--- src/sv/dll_pkg.sv ---
`default_nettype none

package dll_pkg;

    localparam int unsigned VAL_LIM_W = 13;
    localparam int unsigned ARG_LIM_W = 8;
    localparam int unsigned DIR_LIM_W = 13;
    localparam int unsigned SRC_LIM_W = 21;
    localparam int unsigned CFG_IDX_W = 2;
    localparam int unsigned CFG_DAT_W = 21;
    localparam int unsigned VLEN_W    = 14;
    localparam int unsigned DCNT_W    = 14;
    localparam int unsigned BCNT_W    = 22;

    localparam logic [VAL_LIM_W-1:0] VALUE_LIMIT_RST     = 13'd4096;
    localparam logic [ARG_LIM_W-1:0] ARGUMENT_LIMIT_RST  = 8'd128;
    localparam logic [DIR_LIM_W-1:0] DIRECTIVE_LIMIT_RST = 13'd4096;
    localparam logic [SRC_LIM_W-1:0] SOURCE_LIMIT_RST    = 21'd1048576;

    localparam logic [DCNT_W-1:0] DCNT_MAX = 14'd8192;

    localparam logic [CFG_IDX_W-1:0] REG_VALUE_LIMIT     = 2'd0;
    localparam logic [CFG_IDX_W-1:0] REG_ARGUMENT_LIMIT  = 2'd1;
    localparam logic [CFG_IDX_W-1:0] REG_DIRECTIVE_LIMIT = 2'd2;
    localparam logic [CFG_IDX_W-1:0] REG_SOURCE_LIMIT    = 2'd3;

    typedef logic [1:0] event_kind_t;
    localparam event_kind_t EV_NONE  = 2'd0;
    localparam event_kind_t EV_DNAME = 2'd1;
    localparam event_kind_t EV_ANAME = 2'd2;
    localparam event_kind_t EV_VALUE = 2'd3;

    localparam logic [7:0] CH_TAB    = 8'd9;
    localparam logic [7:0] CH_NL     = 8'd10;
    localparam logic [7:0] CH_CR     = 8'd13;
    localparam logic [7:0] CH_SPACE  = 8'd32;
    localparam logic [7:0] CH_DQUOTE = 8'd34;
    localparam logic [7:0] CH_HASH   = 8'd35;
    localparam logic [7:0] CH_LPAREN = 8'd40;
    localparam logic [7:0] CH_RPAREN = 8'd41;
    localparam logic [7:0] CH_PLUS   = 8'd43;
    localparam logic [7:0] CH_COMMA  = 8'd44;
    localparam logic [7:0] CH_MINUS  = 8'd45;
    localparam logic [7:0] CH_DOT    = 8'd46;
    localparam logic [7:0] CH_EQUAL  = 8'd61;
    localparam logic [7:0] CH_BSLASH = 8'd92;
    localparam logic [7:0] CH_UNDER  = 8'd95;
    localparam logic [7:0] CH_LOW_N  = 8'd110;
    localparam logic [7:0] CH_LOW_R  = 8'd114;
    localparam logic [7:0] CH_LOW_T  = 8'd116;

    typedef enum logic [14:0] {
        PH_LINE    = 15'h0001,
        PH_COMMENT = 15'h0002,
        PH_DNAME   = 15'h0004,
        PH_DWS     = 15'h0008,
        PH_ARG0    = 15'h0010,
        PH_ARGN    = 15'h0020,
        PH_ANAME   = 15'h0040,
        PH_AWS     = 15'h0080,
        PH_VWS     = 15'h0100,
        PH_TOKEN   = 15'h0200,
        PH_QUOTED  = 15'h0400,
        PH_ESC     = 15'h0800,
        PH_AFTER   = 15'h1000,
        PH_TAIL    = 15'h2000,
        PH_DEAD    = 15'h4000
    } phase_t;

    function automatic logic is_start(input logic [7:0] c);
        return (c >= 8'd97 && c <= 8'd122) || (c >= 8'd65 && c <= 8'd90) || (c == CH_UNDER);
    endfunction

    function automatic logic is_part(input logic [7:0] c);
        return is_start(c) || (c >= 8'd48 && c <= 8'd57) || (c == CH_DOT) || (c == CH_MINUS);
    endfunction

    function automatic logic is_ws(input logic [7:0] c);
        return (c == CH_SPACE) || (c == CH_TAB) || (c == CH_CR);
    endfunction

endpackage

`default_nettype wire

--- src/sv/directive_line_lexer.sv ---
// channel  | direction | handshake            | payload
// in       | in        | in_valid / in_ready  | source_byte, end_of_source
// out      | out       | out_valid / out_ready| event_kind .. directive_total
// cfg      | in        | cfg_valid / cfg_ready| cfg_index, cfg_data
//
// one item per cycle while out_ready holds; an accepted item passes the input register, then the result register
// the lexer state update for an item is combinational between input and result registers
// a stalled result holds its register and the input register, in_ready drops
// reset restores the limit registers and returns the lexer to line start
// an end item reports status and returns the lexer to line start
`default_nettype none

module directive_line_lexer (
    input  wire logic                            clk,
    input  wire logic                            rst_n,
    input  wire logic                            in_valid,
    output logic                                 in_ready,
    input  wire logic [7:0]                      source_byte,
    input  wire logic                            end_of_source,
    output logic                                 out_valid,
    input  wire logic                            out_ready,
    output logic [1:0]                           event_kind,
    output logic [7:0]                           data_byte,
    output logic                                 value_quoted,
    output logic                                 value_end,
    output logic                                 directive_end,
    output logic                                 line_close,
    output logic                                 error_seen,
    output logic                                 done_res,
    output logic                                 final_status,
    output logic [13:0]                          directive_total,
    input  wire logic                            cfg_valid,
    output logic                                 cfg_ready,
    input  wire logic [dll_pkg::CFG_IDX_W-1:0]   cfg_index,
    input  wire logic [dll_pkg::CFG_DAT_W-1:0]   cfg_data
);

    logic [dll_pkg::VAL_LIM_W-1:0] value_limit_reg;
    logic [dll_pkg::ARG_LIM_W-1:0] argument_limit_reg;
    logic [dll_pkg::DIR_LIM_W-1:0] directive_limit_reg;
    logic [dll_pkg::SRC_LIM_W-1:0] source_limit_reg;

    logic       s1_valid_reg;
    logic [7:0] s1_byte_reg;
    logic       s1_eos_reg;
    logic       s1_fire;

    dll_pkg::phase_t               phase_reg, phase_next;
    logic [dll_pkg::VLEN_W-1:0]    vlen_reg, vlen_next;
    logic [dll_pkg::ARG_LIM_W-1:0] acnt_reg, acnt_next;
    logic [dll_pkg::DCNT_W-1:0]    dcnt_reg, dcnt_next;
    logic [dll_pkg::BCNT_W-1:0]    bcnt_reg, bcnt_next;
    logic                          quoted_reg, quoted_next;
    logic                          err_reg, err_next;

    logic                      out_valid_reg;
    dll_pkg::event_kind_t      kind_reg, kind_next;
    logic [7:0]                data_reg, data_next;
    logic                      vq_reg, vq_next;
    logic                      vend_reg, vend_next;
    logic                      dend_reg, dend_next;
    logic                      lend_reg, lend_next;
    logic                      errs_reg, errs_next;
    logic                      done_reg, done_next;
    logic                      stat_reg, stat_next;
    logic [dll_pkg::DCNT_W-1:0] total_reg, total_next;

    assign s1_fire   = s1_valid_reg && (!out_valid_reg || out_ready);
    assign in_ready  = !s1_valid_reg || s1_fire;
    assign cfg_ready = 1'b1;

    always_ff @(posedge clk or negedge rst_n)
    begin
        if (!rst_n)
        begin
            value_limit_reg     <= dll_pkg::VALUE_LIMIT_RST;
            argument_limit_reg  <= dll_pkg::ARGUMENT_LIMIT_RST;
            directive_limit_reg <= dll_pkg::DIRECTIVE_LIMIT_RST;
            source_limit_reg    <= dll_pkg::SOURCE_LIMIT_RST;
        end
        else if (cfg_valid)
        begin
            case (cfg_index)
                dll_pkg::REG_VALUE_LIMIT:
                    value_limit_reg <= cfg_data[dll_pkg::VAL_LIM_W-1:0];
                dll_pkg::REG_ARGUMENT_LIMIT:
                    argument_limit_reg <= cfg_data[dll_pkg::ARG_LIM_W-1:0];
                dll_pkg::REG_DIRECTIVE_LIMIT:
                    directive_limit_reg <= cfg_data[dll_pkg::DIR_LIM_W-1:0];
                dll_pkg::REG_SOURCE_LIMIT:
                    source_limit_reg <= cfg_data[dll_pkg::SRC_LIM_W-1:0];
                default:
                begin
                end
            endcase
        end
    end

    // input register
    always_ff @(posedge clk or negedge rst_n)
    begin
        if (!rst_n)
        begin
            s1_valid_reg <= 1'b0;
        end
        else if (in_ready)
        begin
            s1_valid_reg <= in_valid;
        end
    end

    always_ff @(posedge clk)
    begin
        if (in_valid && in_ready)
        begin
            s1_byte_reg <= source_byte;
            s1_eos_reg  <= end_of_source;
        end
    end

    always_comb
    begin
        logic [7:0]                 c;
        logic                       ok;
        logic                       at_line_rest;
        logic [dll_pkg::BCNT_W-1:0] bc_inc;
        logic [dll_pkg::DCNT_W-1:0] dc_inc;
        logic [dll_pkg::VLEN_W-1:0] vl_inc;
        dll_pkg::phase_t            eff;
        logic                       put;
        logic [7:0]                 pdata;
        logic                       close;
        logic                       begin_arg;
        logic                       tok;

        c            = s1_byte_reg;
        ok           = 1'b1;
        put          = 1'b0;
        pdata        = c;
        close        = 1'b0;
        begin_arg    = 1'b0;
        tok          = dll_pkg::is_part(c) || (c == dll_pkg::CH_PLUS);
        at_line_rest = (phase_reg == dll_pkg::PH_LINE) || (phase_reg == dll_pkg::PH_COMMENT)
                       || (phase_reg == dll_pkg::PH_TAIL);
        bc_inc = (bcnt_reg == {dll_pkg::BCNT_W{1'b1}}) ? bcnt_reg
                 : bcnt_reg + {{(dll_pkg::BCNT_W-1){1'b0}}, 1'b1};
        dc_inc = (dcnt_reg >= dll_pkg::DCNT_MAX) ? dcnt_reg
                 : dcnt_reg + {{(dll_pkg::DCNT_W-1){1'b0}}, 1'b1};

        phase_next  = phase_reg;
        vlen_next   = vlen_reg;
        acnt_next   = acnt_reg;
        dcnt_next   = dcnt_reg;
        bcnt_next   = bcnt_reg;
        quoted_next = quoted_reg;
        err_next    = err_reg;

        kind_next = dll_pkg::EV_NONE;
        data_next = s1_eos_reg ? 8'd0 : c;
        vq_next   = 1'b0;
        vend_next = 1'b0;
        dend_next = 1'b0;
        lend_next = s1_eos_reg || (c == dll_pkg::CH_NL);

        // name and token phases hand a non-member byte to the phase after them
        eff = phase_reg;
        if (phase_reg == dll_pkg::PH_DNAME && !dll_pkg::is_part(c))
        begin
            eff = dll_pkg::PH_DWS;
        end
        else if (phase_reg == dll_pkg::PH_ANAME && !dll_pkg::is_part(c))
        begin
            eff = dll_pkg::PH_AWS;
        end
        else if (phase_reg == dll_pkg::PH_TOKEN && !tok)
        begin
            eff       = dll_pkg::PH_AFTER;
            vend_next = 1'b1;
        end

        if (s1_eos_reg)
        begin
            if (!err_reg)
            begin
                ok         = at_line_rest;
                phase_next = dll_pkg::PH_LINE;
            end
        end
        else
        begin
            bcnt_next = bc_inc;
            if (!err_reg)
            begin
                if (bc_inc > {1'b0, source_limit_reg})
                begin
                    ok = 1'b0;
                end
                else if (c == dll_pkg::CH_NL)
                begin
                    ok         = at_line_rest;
                    phase_next = dll_pkg::PH_LINE;
                end
                else
                begin
                    phase_next = eff;
                    case (eff)
                        dll_pkg::PH_LINE:
                        begin
                            if (c == dll_pkg::CH_HASH)
                            begin
                                phase_next = dll_pkg::PH_COMMENT;
                            end
                            else if (dll_pkg::is_start(c))
                            begin
                                acnt_next  = '0;
                                kind_next  = dll_pkg::EV_DNAME;
                                phase_next = dll_pkg::PH_DNAME;
                            end
                            else if (!dll_pkg::is_ws(c))
                            begin
                                ok = 1'b0;
                            end
                        end
                        dll_pkg::PH_COMMENT:
                        begin
                        end
                        dll_pkg::PH_DNAME:
                        begin
                            kind_next = dll_pkg::EV_DNAME;
                        end
                        dll_pkg::PH_DWS:
                        begin
                            if (c == dll_pkg::CH_LPAREN)
                            begin
                                phase_next = dll_pkg::PH_ARG0;
                            end
                            else if (!dll_pkg::is_ws(c))
                            begin
                                ok = 1'b0;
                            end
                        end
                        dll_pkg::PH_ARG0:
                        begin
                            if (c == dll_pkg::CH_RPAREN)
                            begin
                                close = 1'b1;
                            end
                            else if (dll_pkg::is_start(c))
                            begin
                                begin_arg = 1'b1;
                            end
                            else if (!dll_pkg::is_ws(c))
                            begin
                                ok = 1'b0;
                            end
                        end
                        dll_pkg::PH_ARGN:
                        begin
                            if (dll_pkg::is_start(c))
                            begin
                                begin_arg = 1'b1;
                            end
                            else if (!dll_pkg::is_ws(c))
                            begin
                                ok = 1'b0;
                            end
                        end
                        dll_pkg::PH_ANAME:
                        begin
                            kind_next = dll_pkg::EV_ANAME;
                        end
                        dll_pkg::PH_AWS:
                        begin
                            if (c == dll_pkg::CH_EQUAL)
                            begin
                                phase_next = dll_pkg::PH_VWS;
                            end
                            else if (!dll_pkg::is_ws(c))
                            begin
                                ok = 1'b0;
                            end
                        end
                        dll_pkg::PH_VWS:
                        begin
                            if (!dll_pkg::is_ws(c))
                            begin
                                vlen_next = '0;
                                if (c == dll_pkg::CH_DQUOTE)
                                begin
                                    quoted_next = 1'b1;
                                    phase_next  = dll_pkg::PH_QUOTED;
                                end
                                else if (tok)
                                begin
                                    quoted_next = 1'b0;
                                    phase_next  = dll_pkg::PH_TOKEN;
                                    put         = 1'b1;
                                end
                                else
                                begin
                                    ok = 1'b0;
                                end
                            end
                        end
                        dll_pkg::PH_TOKEN:
                        begin
                            put = 1'b1;
                        end
                        dll_pkg::PH_QUOTED:
                        begin
                            if (c == dll_pkg::CH_DQUOTE)
                            begin
                                vend_next  = 1'b1;
                                vq_next    = 1'b1;
                                phase_next = dll_pkg::PH_AFTER;
                            end
                            else if (c == dll_pkg::CH_BSLASH)
                            begin
                                phase_next = dll_pkg::PH_ESC;
                            end
                            else
                            begin
                                put = 1'b1;
                            end
                        end
                        dll_pkg::PH_ESC:
                        begin
                            phase_next = dll_pkg::PH_QUOTED;
                            put        = 1'b1;
                            if (c == dll_pkg::CH_LOW_N)
                            begin
                                pdata = dll_pkg::CH_NL;
                            end
                            else if (c == dll_pkg::CH_LOW_R)
                            begin
                                pdata = dll_pkg::CH_CR;
                            end
                            else if (c == dll_pkg::CH_LOW_T)
                            begin
                                pdata = dll_pkg::CH_TAB;
                            end
                            else if (c != dll_pkg::CH_DQUOTE && c != dll_pkg::CH_BSLASH)
                            begin
                                put = 1'b0;
                                ok  = 1'b0;
                            end
                        end
                        dll_pkg::PH_AFTER:
                        begin
                            if (c == dll_pkg::CH_RPAREN)
                            begin
                                close = 1'b1;
                            end
                            else if (c == dll_pkg::CH_COMMA)
                            begin
                                phase_next = dll_pkg::PH_ARGN;
                            end
                            else if (!dll_pkg::is_ws(c))
                            begin
                                ok = 1'b0;
                            end
                        end
                        dll_pkg::PH_TAIL:
                        begin
                            if (c == dll_pkg::CH_HASH)
                            begin
                                phase_next = dll_pkg::PH_COMMENT;
                            end
                            else if (!dll_pkg::is_ws(c))
                            begin
                                ok = 1'b0;
                            end
                        end
                        default:
                        begin
                        end
                    endcase
                end
            end
        end

        // value byte
        vl_inc = vlen_next + {{(dll_pkg::VLEN_W-1){1'b0}}, 1'b1};
        if (put)
        begin
            vlen_next = vl_inc;
            if (vl_inc > {1'b0, value_limit_reg})
            begin
                ok = 1'b0;
            end
            else
            begin
                kind_next = dll_pkg::EV_VALUE;
                data_next = pdata;
                vq_next   = quoted_next;
            end
        end

        // closing paren
        if (close)
        begin
            dcnt_next = dc_inc;
            if (dc_inc > {1'b0, directive_limit_reg})
            begin
                ok = 1'b0;
            end
            else
            begin
                dend_next  = 1'b1;
                phase_next = dll_pkg::PH_TAIL;
            end
        end

        // argument start
        if (begin_arg)
        begin
            if (acnt_reg >= argument_limit_reg)
            begin
                ok = 1'b0;
            end
            else
            begin
                acnt_next  = acnt_reg + {{(dll_pkg::ARG_LIM_W-1){1'b0}}, 1'b1};
                kind_next  = dll_pkg::EV_ANAME;
                phase_next = dll_pkg::PH_ANAME;
            end
        end

        if (!ok)
        begin
            err_next   = 1'b1;
            phase_next = dll_pkg::PH_DEAD;
        end
        if (err_next)
        begin
            kind_next = dll_pkg::EV_NONE;
            data_next = s1_eos_reg ? 8'd0 : c;
            vq_next   = 1'b0;
            vend_next = 1'b0;
            dend_next = 1'b0;
        end

        errs_next  = err_next;
        done_next  = s1_eos_reg;
        stat_next  = s1_eos_reg && err_next;
        total_next = dcnt_next;

        // end item starts a new source
        if (s1_eos_reg)
        begin
            phase_next  = dll_pkg::PH_LINE;
            vlen_next   = '0;
            acnt_next   = '0;
            dcnt_next   = '0;
            bcnt_next   = '0;
            quoted_next = 1'b0;
            err_next    = 1'b0;
        end
    end

    always_ff @(posedge clk or negedge rst_n)
    begin
        if (!rst_n)
        begin
            phase_reg     <= dll_pkg::PH_LINE;
            vlen_reg      <= '0;
            acnt_reg      <= '0;
            dcnt_reg      <= '0;
            bcnt_reg      <= '0;
            quoted_reg    <= 1'b0;
            err_reg       <= 1'b0;
            out_valid_reg <= 1'b0;
        end
        else
        begin
            if (s1_fire)
            begin
                phase_reg  <= phase_next;
                vlen_reg   <= vlen_next;
                acnt_reg   <= acnt_next;
                dcnt_reg   <= dcnt_next;
                bcnt_reg   <= bcnt_next;
                quoted_reg <= quoted_next;
                err_reg    <= err_next;
            end
            if (s1_fire)
            begin
                out_valid_reg <= 1'b1;
            end
            else if (out_ready)
            begin
                out_valid_reg <= 1'b0;
            end
        end
    end

    // result register
    always_ff @(posedge clk)
    begin
        if (s1_fire)
        begin
            kind_reg  <= kind_next;
            data_reg  <= data_next;
            vq_reg    <= vq_next;
            vend_reg  <= vend_next;
            dend_reg  <= dend_next;
            lend_reg  <= lend_next;
            errs_reg  <= errs_next;
            done_reg  <= done_next;
            stat_reg  <= stat_next;
            total_reg <= total_next;
        end
    end

    assign out_valid       = out_valid_reg;
    assign event_kind      = kind_reg;
    assign data_byte       = data_reg;
    assign value_quoted    = vq_reg;
    assign value_end       = vend_reg;
    assign directive_end   = dend_reg;
    assign line_close      = lend_reg;
    assign error_seen      = errs_reg;
    assign done_res        = done_reg;
    assign final_status    = stat_reg;
    assign directive_total = total_reg;

endmodule

`default_nettype wire

--- config.mk ---
export PLATFORM = sky130hd
export DESIGN_NAME = directive_line_lexer
export DESIGN_NICKNAME = d
export VERILOG_FILES = /design/src/sv/dll_pkg.sv /design/src/sv/directive_line_lexer.sv
export SDC_FILE = /design/constraint.sdc
export NUM_CORES = 1
export LEC_CHECK = 0
export ABC_AREA = 1
export BUFFER_PORTS_ARGS = -buffer_cell sky130_fd_sc_hd__buf_2
export CAP_MARGIN = 20
export CORE_MARGIN = 2
export CORE_UTILIZATION = 64
export DETAILED_ROUTE_END_ITERATION = 16
export HOLD_SLACK_MARGIN = 0.02
export PLACE_DENSITY = 0.88
export RECOVER_POWER = 25
export SYNTH_ARGS = -nofsm -noshare
export SYNTH_HDL_FRONTEND = slang
export SYNTH_SLANG_ARGS = --single-unit
--- constraint.sdc ---
create_clock -name clk -period 16.8 [get_ports clk]
set_input_delay 3.36 -clock clk [delete_from_list [all_inputs] [get_ports clk]]
set_output_delay 3.36 -clock clk [all_outputs]
set_load 0.005 [all_outputs]
# ---- Yosys cells after proc, flatten, opt, wreduce, memory -nomap -nowiden
# Index checks and enable logic that the tools add are counted.
dict set report op_classes {
  add_sub_neg 4
  order_cmp 11
  eq_ne 43
  muxes 151
  bitwise_logic 1
  n_reduce_logical 35
}
# op count
set op_table {}
lappend op_table {{2-to-1 mux 15 bit} 24}
lappend op_table {{2-to-1 mux 8 bit} 21}
lappend op_table {{2-to-1 mux 14 bit} 11}
lappend op_table {{one-hot mux 15 bit (8 select lines)} 1}
lappend op_table {{== test 8 x 6 -> 1 bit (second input constant)} 10}
lappend op_table {{2-to-1 mux 1 bit} 80}
lappend op_table {{2-to-1 mux 22 bit} 2}
lappend op_table {{== test 8 x 7 -> 1 bit (second input constant)} 5}
lappend op_table {{== test 15 x 1 -> 1 bit (second input constant)} 2}
lappend op_table {{== test 15 x 10 -> 1 bit (second input constant)} 2}
lappend op_table {{== test 15 x 14 -> 1 bit (second input constant)} 2}
lappend op_table {{== test 15 x 3 -> 1 bit (second input constant)} 2}
lappend op_table {{== test 15 x 7 -> 1 bit (second input constant)} 2}
lappend op_table {{adder 14 x 1 -> 14 bit (second input constant)} 2}
lappend op_table {{> comparator 14 x 13 -> 1 bit} 2}
lappend op_table {{== test 8 x 4 -> 1 bit (second input constant)} 3}
lappend op_table {{adder 22 x 1 -> 22 bit (second input constant)} 1}
lappend op_table {{== test 22 bit (second input constant)} 1}
lappend op_table {{> comparator 22 x 21 -> 1 bit} 1}
lappend op_table {{>= comparator 8 x 7 -> 1 bit (second input constant)} 2}
lappend op_table {{<= comparator 8 x 7 -> 1 bit (second input constant)} 2}
lappend op_table {{2-to-1 mux 2 bit} 8}
lappend op_table {{== test 15 x 11 -> 1 bit (second input constant)} 1}
lappend op_table {{== test 15 x 12 -> 1 bit (second input constant)} 1}
lappend op_table {{28 further kinds} 57}
dict set report totals {
  regBits 172
  input_bits 37
  word_cells 270
}

# ---- Depth between registers and ports, before layout
dict set report logic_depth {
  ltp_word 29
  ltp_mapped 46
  mapped_depth_nobuf 46
}

# ---- Worst setup path before layout
# OpenSTA, ideal clock, no wires.
dict set report synth_timing {
  path_kind {input port to output port}
  from {input out_ready}
  to {output in_ready}
  t_arrival_ns 3.509
  required_time_ns 13.440
  setup_slack_ns 9.931
  cell_stages 2
  path_buffers 0
  cell_sequence {inv_1 nand3_1}
}
dict set report synth_between {
  elab_chain_cells 3
}
# item line
set synth_lines {}
lappend synth_lines {{start, declared} directive_line_lexer.sv:21} ;# input wire logic out_ready,
lappend synth_lines {{logical OR 1 bit} directive_line_lexer.sv:68} ;# assign s1_fire = s1_valid_reg && (!out_valid_reg || out_ready);
lappend synth_lines {{logical AND 1 bit} directive_line_lexer.sv:68}
lappend synth_lines {{logical OR 1 bit} directive_line_lexer.sv:69} ;# assign in_ready = !s1_valid_reg || s1_fire;
lappend synth_lines {{end, declared} directive_line_lexer.sv:17} ;# output logic in_ready,
# Every way passes these cells.

# ---- Final worst setup path
# Ends and elaborated chain as after synthesis.

==> metrics.md <==
| Metric | Value |
|---|---|
| Peak Freq | `141 MHz` |
| Unrepaired setup endpoints after global routing | `no` |
| Number of pins exceeding their max-slew limit in the final report | `100` |
| CP max stage cell | `sky130_fd_sc_hd__buf_2` |
| Dpl hpwl | `21.3 mm` |
| Overflow left after global routing | `0` |
| Count of antenna diodes in the layout | `0` |
| Mean number of vias per cell | `5.98` |
| Hold depth | `2` |
| Max-cap viol count | `2` |
| Synthesized area per cell | `7.59 um^2` |
| Finished Cell Area | `0.0124 mm^2` |
| Met3 Usage GRT | `7.04%` |
| Number of global-route vias before repair | `10100` |
| CP delay by family, top | `buffers and inverters` |
| Sum of negative setup slack | `0 ns` |
| Cell depth of the worst flop-to-flop path | `44` |
| Data arrival, critical path | `3.75 ns` |
| HP Start | `value_limit_reg[1]` |
| Root buffer cell | `sky130_fd_sc_hd__clkbuf_16` |
| Count of state elements after synthesis | `172` |
| Horiz. Die Dim | `137 um` |
| RD Place Congestion | `1.01` |
| Deepest level of the CTS H-tree | `4` |
| Cell-internal power | `0.794 mW` |
| Layout overhead on the synthesized area | `9.41%` |
| Fin. Hold Viols | `0` |
| Total leakage power | `6.27 nW` |
| Wire length of the first global-routing pass | `49.0 mm` |
| Worst setup EP type | `output port` |
| Combinational fraction of design power | `30.2%` |
| Met1 track utilization from global routing | `45.5%` |
| Setup bufs post-CTS | `0` |
| CP bufs+invs | `3` |
| Clock edge transition at the registers on the reported setup and hold paths | `0.07 ns` |
| Yosys warnings | `0` |
| Req. time, crit path | `13.44 ns` |
| Worst hold slack | `0.492 ns` |
| Worst-skew pair later-pin latency | `0.45 ns` |
| Endpoint of the worst-slack reg-to-reg timing path | `final_status` |
| Violated checks | `capacitance limit, slew limit` |
| Final wirelength | `30.5 mm` |
| Switch Pwr | `0.494 mW` |
| Fin nets | `1645` |
| Result of the run | `complete, but fails checks` |
| Final ANT Viol Nets | `0` |
| Area of the core | `0.0173 mm^2` |
| Yosys cell types | `59` |
| Share of flip-flops with an asynchronous set or reset | `76.7%` |
| Class of the worst hold path | `register to register` |
| Top-level port count | `71` |
| Grt met2 use | `52.6%` |
| Post-route total power | `1.29 mW` |
| Post-route clock skew | `0.0121 ns` |
| Fraction of power spent switching nets | `38.4%` |
| Synth Cell Area | `0.0113 mm^2` |
| Final Cycle Share | `42.3%` |
| Max FFs per register | `22` |
| Number of placement rows | `48` |
| Sequential group share of total power | `39.6%` |
| PD cells | `104 mW/mm^2` |
| Shortest clock period the worst path allows after layout | `7.11 ns` |
| Largest driver fanout on the critical path | `3` |
| Floorplan die area | `0.0187 mm^2` |
| Worst hold path endpoint | `value_limit_reg[1]` |
| Initial antenna violation count | `0` |
| Wire length per cell after detailed routing | `17.1 um` |
| Worst IR drop on VDD | `0.127 mV` |
| Worst-margin pin slew | `3.01 ns` |
| Number of CTS-inserted buffers | `17` |
| Number of synthesized flops with an enable pin | `40` |
| Largest net degree at the start of global routing | `78` |
| Count of input and output buffers | `69` |
| Sort of element at the start of the critical path | `input port` |
| Category of the most critical setup path | `input port to output port` |
| Buffers from clock root to sink, at most | `2` |
| Number of instances in the synthesized netlist | `1490` |
| Final core area utilization | `71.5%` |
| Post-placement cell area | `0.0118 mm^2` |
| Number of DRC markers in iteration 0 | `1200` |
| DRT Pass-1 Iters | `8` |
| DRC | `0` |
| Clock tree from TritonCTS | `yes` |
| Crit path cell chain | `buf_2 > inv_1 > nand3_1 > buf_2` |
| Part of the Yosys area used for sequential elements | `39.9%` |
| Vias post-DR | `10700` |
| Effective utilization at floorplan | `65.4%` |
| Number of buffers added to fix hold violations after cts | `0` |
| Flop-to-flop setup slack | `9.71 ns` |
| Vertical die dimension | `137 um` |
| Beginning of the worst register-to-register path | `bcnt_reg[4]` |
| Final setup fails | `0` |
| Syn Nets | `1587` |
| Worst stage delay on the critical path | `0.14 ns` |
| Num Clock Sinks | `172` |
| Fraction of power consumed by the clock network | `30.2%` |
| GR Util All Layers | `33.4%` |
| Most instantiated flip-flop cell in the synthesis netlist | `sky130_fd_sc_hd__dfrtp_1` |
| GR peak layer | `met2` |
| Layout cell share with drive strength beyond 1 | `12.2%` |
| Critical path's most frequent cell | `sky130_fd_sc_hd__buf_2` |
| Worst max-slew margin expressed relative to the limit | `-100%` |
| Post-CTS sizing | `0` |
[logic make-up (layout without fill, tap and decap cells)]
group	Yosys count	in the layout	synth area share (%)
fa+ha+maj	60	60	6.64
simple gates	647	647	26.7
compound gates	265	265	12.9
buf+inv	303	374	10.6
xor+xnor	42	42	3.25
flops	172	172	39.9
other cells	1	1	0.0332
[power by group through the flow]
stage	sequential [mW]	clock (mW)	combinational (mW)
after floorplan	0.510	0	0.275
after global placement	0.515	0	0.364
after detailed placement	0.516	0	0.375
after CTS	0.509	0.388	0.380
after global routing	0.515	0.406	0.431
final	0.510	0.390	0.389
[worst max path at each step]
| stage | from | to | slack (ns) | cells after the start |
|---|---|---|---|---|
| floorplan | out_ready | in_ready | 9.93 | 2 |
| global placement | out_ready | in_ready | 9.70 | 4 |
| detailed placement | out_ready | in_ready | 9.69 | 4 |
| CTS | out_ready | in_ready | 9.69 | 4 |
| global route | bcnt_reg[3] | final_status | 9.02 | 44 |
| finish | out_ready | in_ready | 9.69 | 4 |
[worst reg2reg max path, delay by kind of cell, from the launching register on]
kind | cells | cell delay, ns
buffers and inverters | 4 | 0.37
xor gates and xnor gates | 2 | 0.38
and+or+nand+nor | 26 | 3.31
DFF | 1 | 0.43
AOI/OAI and AO/OA | 9 | 1.64
adders and majority gates | 3 | 0.72
[Yosys cell counts, types with 3 or more instances]
cell type	n	area share [%]
sky130_fd_sc_hd__nand2_1	329	11
sky130_fd_sc_hd__inv_1	242	8.0
sky130_fd_sc_hd__dfstp_2	5	1.2
sky130_fd_sc_hd__nand3_4	3	0.46
sky130_fd_sc_hd__o22ai_1	25	1.4
sky130_fd_sc_hd__o211ai_1	6	0.40
sky130_fd_sc_hd__nor3_2	6	0.53
sky130_fd_sc_hd__nand2_2	6	0.33
sky130_fd_sc_hd__nor2_2	17	0.94
sky130_fd_sc_hd__edfxtp_1	40	11
sky130_fd_sc_hd__a21oi_1	67	3.0
sky130_fd_sc_hd__nor2_1	110	3.7
sky130_fd_sc_hd__o21a_1	4	0.27
sky130_fd_sc_hd__nand3_1	75	3.3
sky130_fd_sc_hd__nor2_4	3	0.30
sky130_fd_sc_hd__dfrtp_1	127	28
sky130_fd_sc_hd__nand4_1	36	2.0
sky130_fd_sc_hd__clkbuf_1	22	0.73
sky130_fd_sc_hd__xor2_1	37	2.9
sky130_fd_sc_hd__nand2_4	4	0.40
sky130_fd_sc_hd__buf_4	3	0.20
sky130_fd_sc_hd__o21ai_1	9	0.40
sky130_fd_sc_hd__nor4_1	10	0.55
sky130_fd_sc_hd__xnor2_1	5	0.39
sky130_fd_sc_hd__nand3_2	6	0.53
sky130_fd_sc_hd__nor3_4	3	0.43
sky130_fd_sc_hd__inv_2	23	0.76
sky130_fd_sc_hd__o21ai_0	133	5.9
sky130_fd_sc_hd__nor3_1	30	1.3
sky130_fd_sc_hd__ha_1	60	6.6
sky130_fd_sc_hd__buf_2	6	0.27
[cells in the final DEF (no fill, tap or decap), drive strengths merged, types with 2 or more instances in the layout]
cell type  count
nand3         84
o21ai        144
ha            60
a21o           2
o2111ai        2
a21oi         69
o211ai         6
nand3b         2
nand2        339
nor3          39
nor4          10
buf           71
clkinv         4
a221oi         2
o21a           4
o22ai         25
nand4         39
xnor2          5
o221ai         2
inv          275
dfrtp        127
nor2         132
a22o           2
xor2          37
clkbuf        23
dfstp          5
edfxtp        40
[metal layers]
metal,part of all wire [%],vias to the layer above
met5,0,-
met1,41,5007
met4,3.2,0
met2,46,598
li1,-,4985
met3,10,97
[stage by stage]
stage	instances	setup slack (ns)
after floorplan	1490	9.93
after global placement	1753	9.70
after detailed placement	1753	9.69
after CTS	1785	9.69
after global routing	1786	9.02
final	1786	9.69
[layout make-up]
| class | instances | area, um^2 |
|---|---|---|
| clock buffer | 19 | 443 |
| timing repair buffer | 75 | 400 |
| sequential | 172 | 4510 |
| fill | 1327 | 4930 |
| multi-input combinational | 1015 | 5610 |
| tap | 225 | 282 |
| clock inverter | 13 | 123 |
| inverter | 267 | 1010 |
No activity file was read; power rests on OpenSTA's default activity.
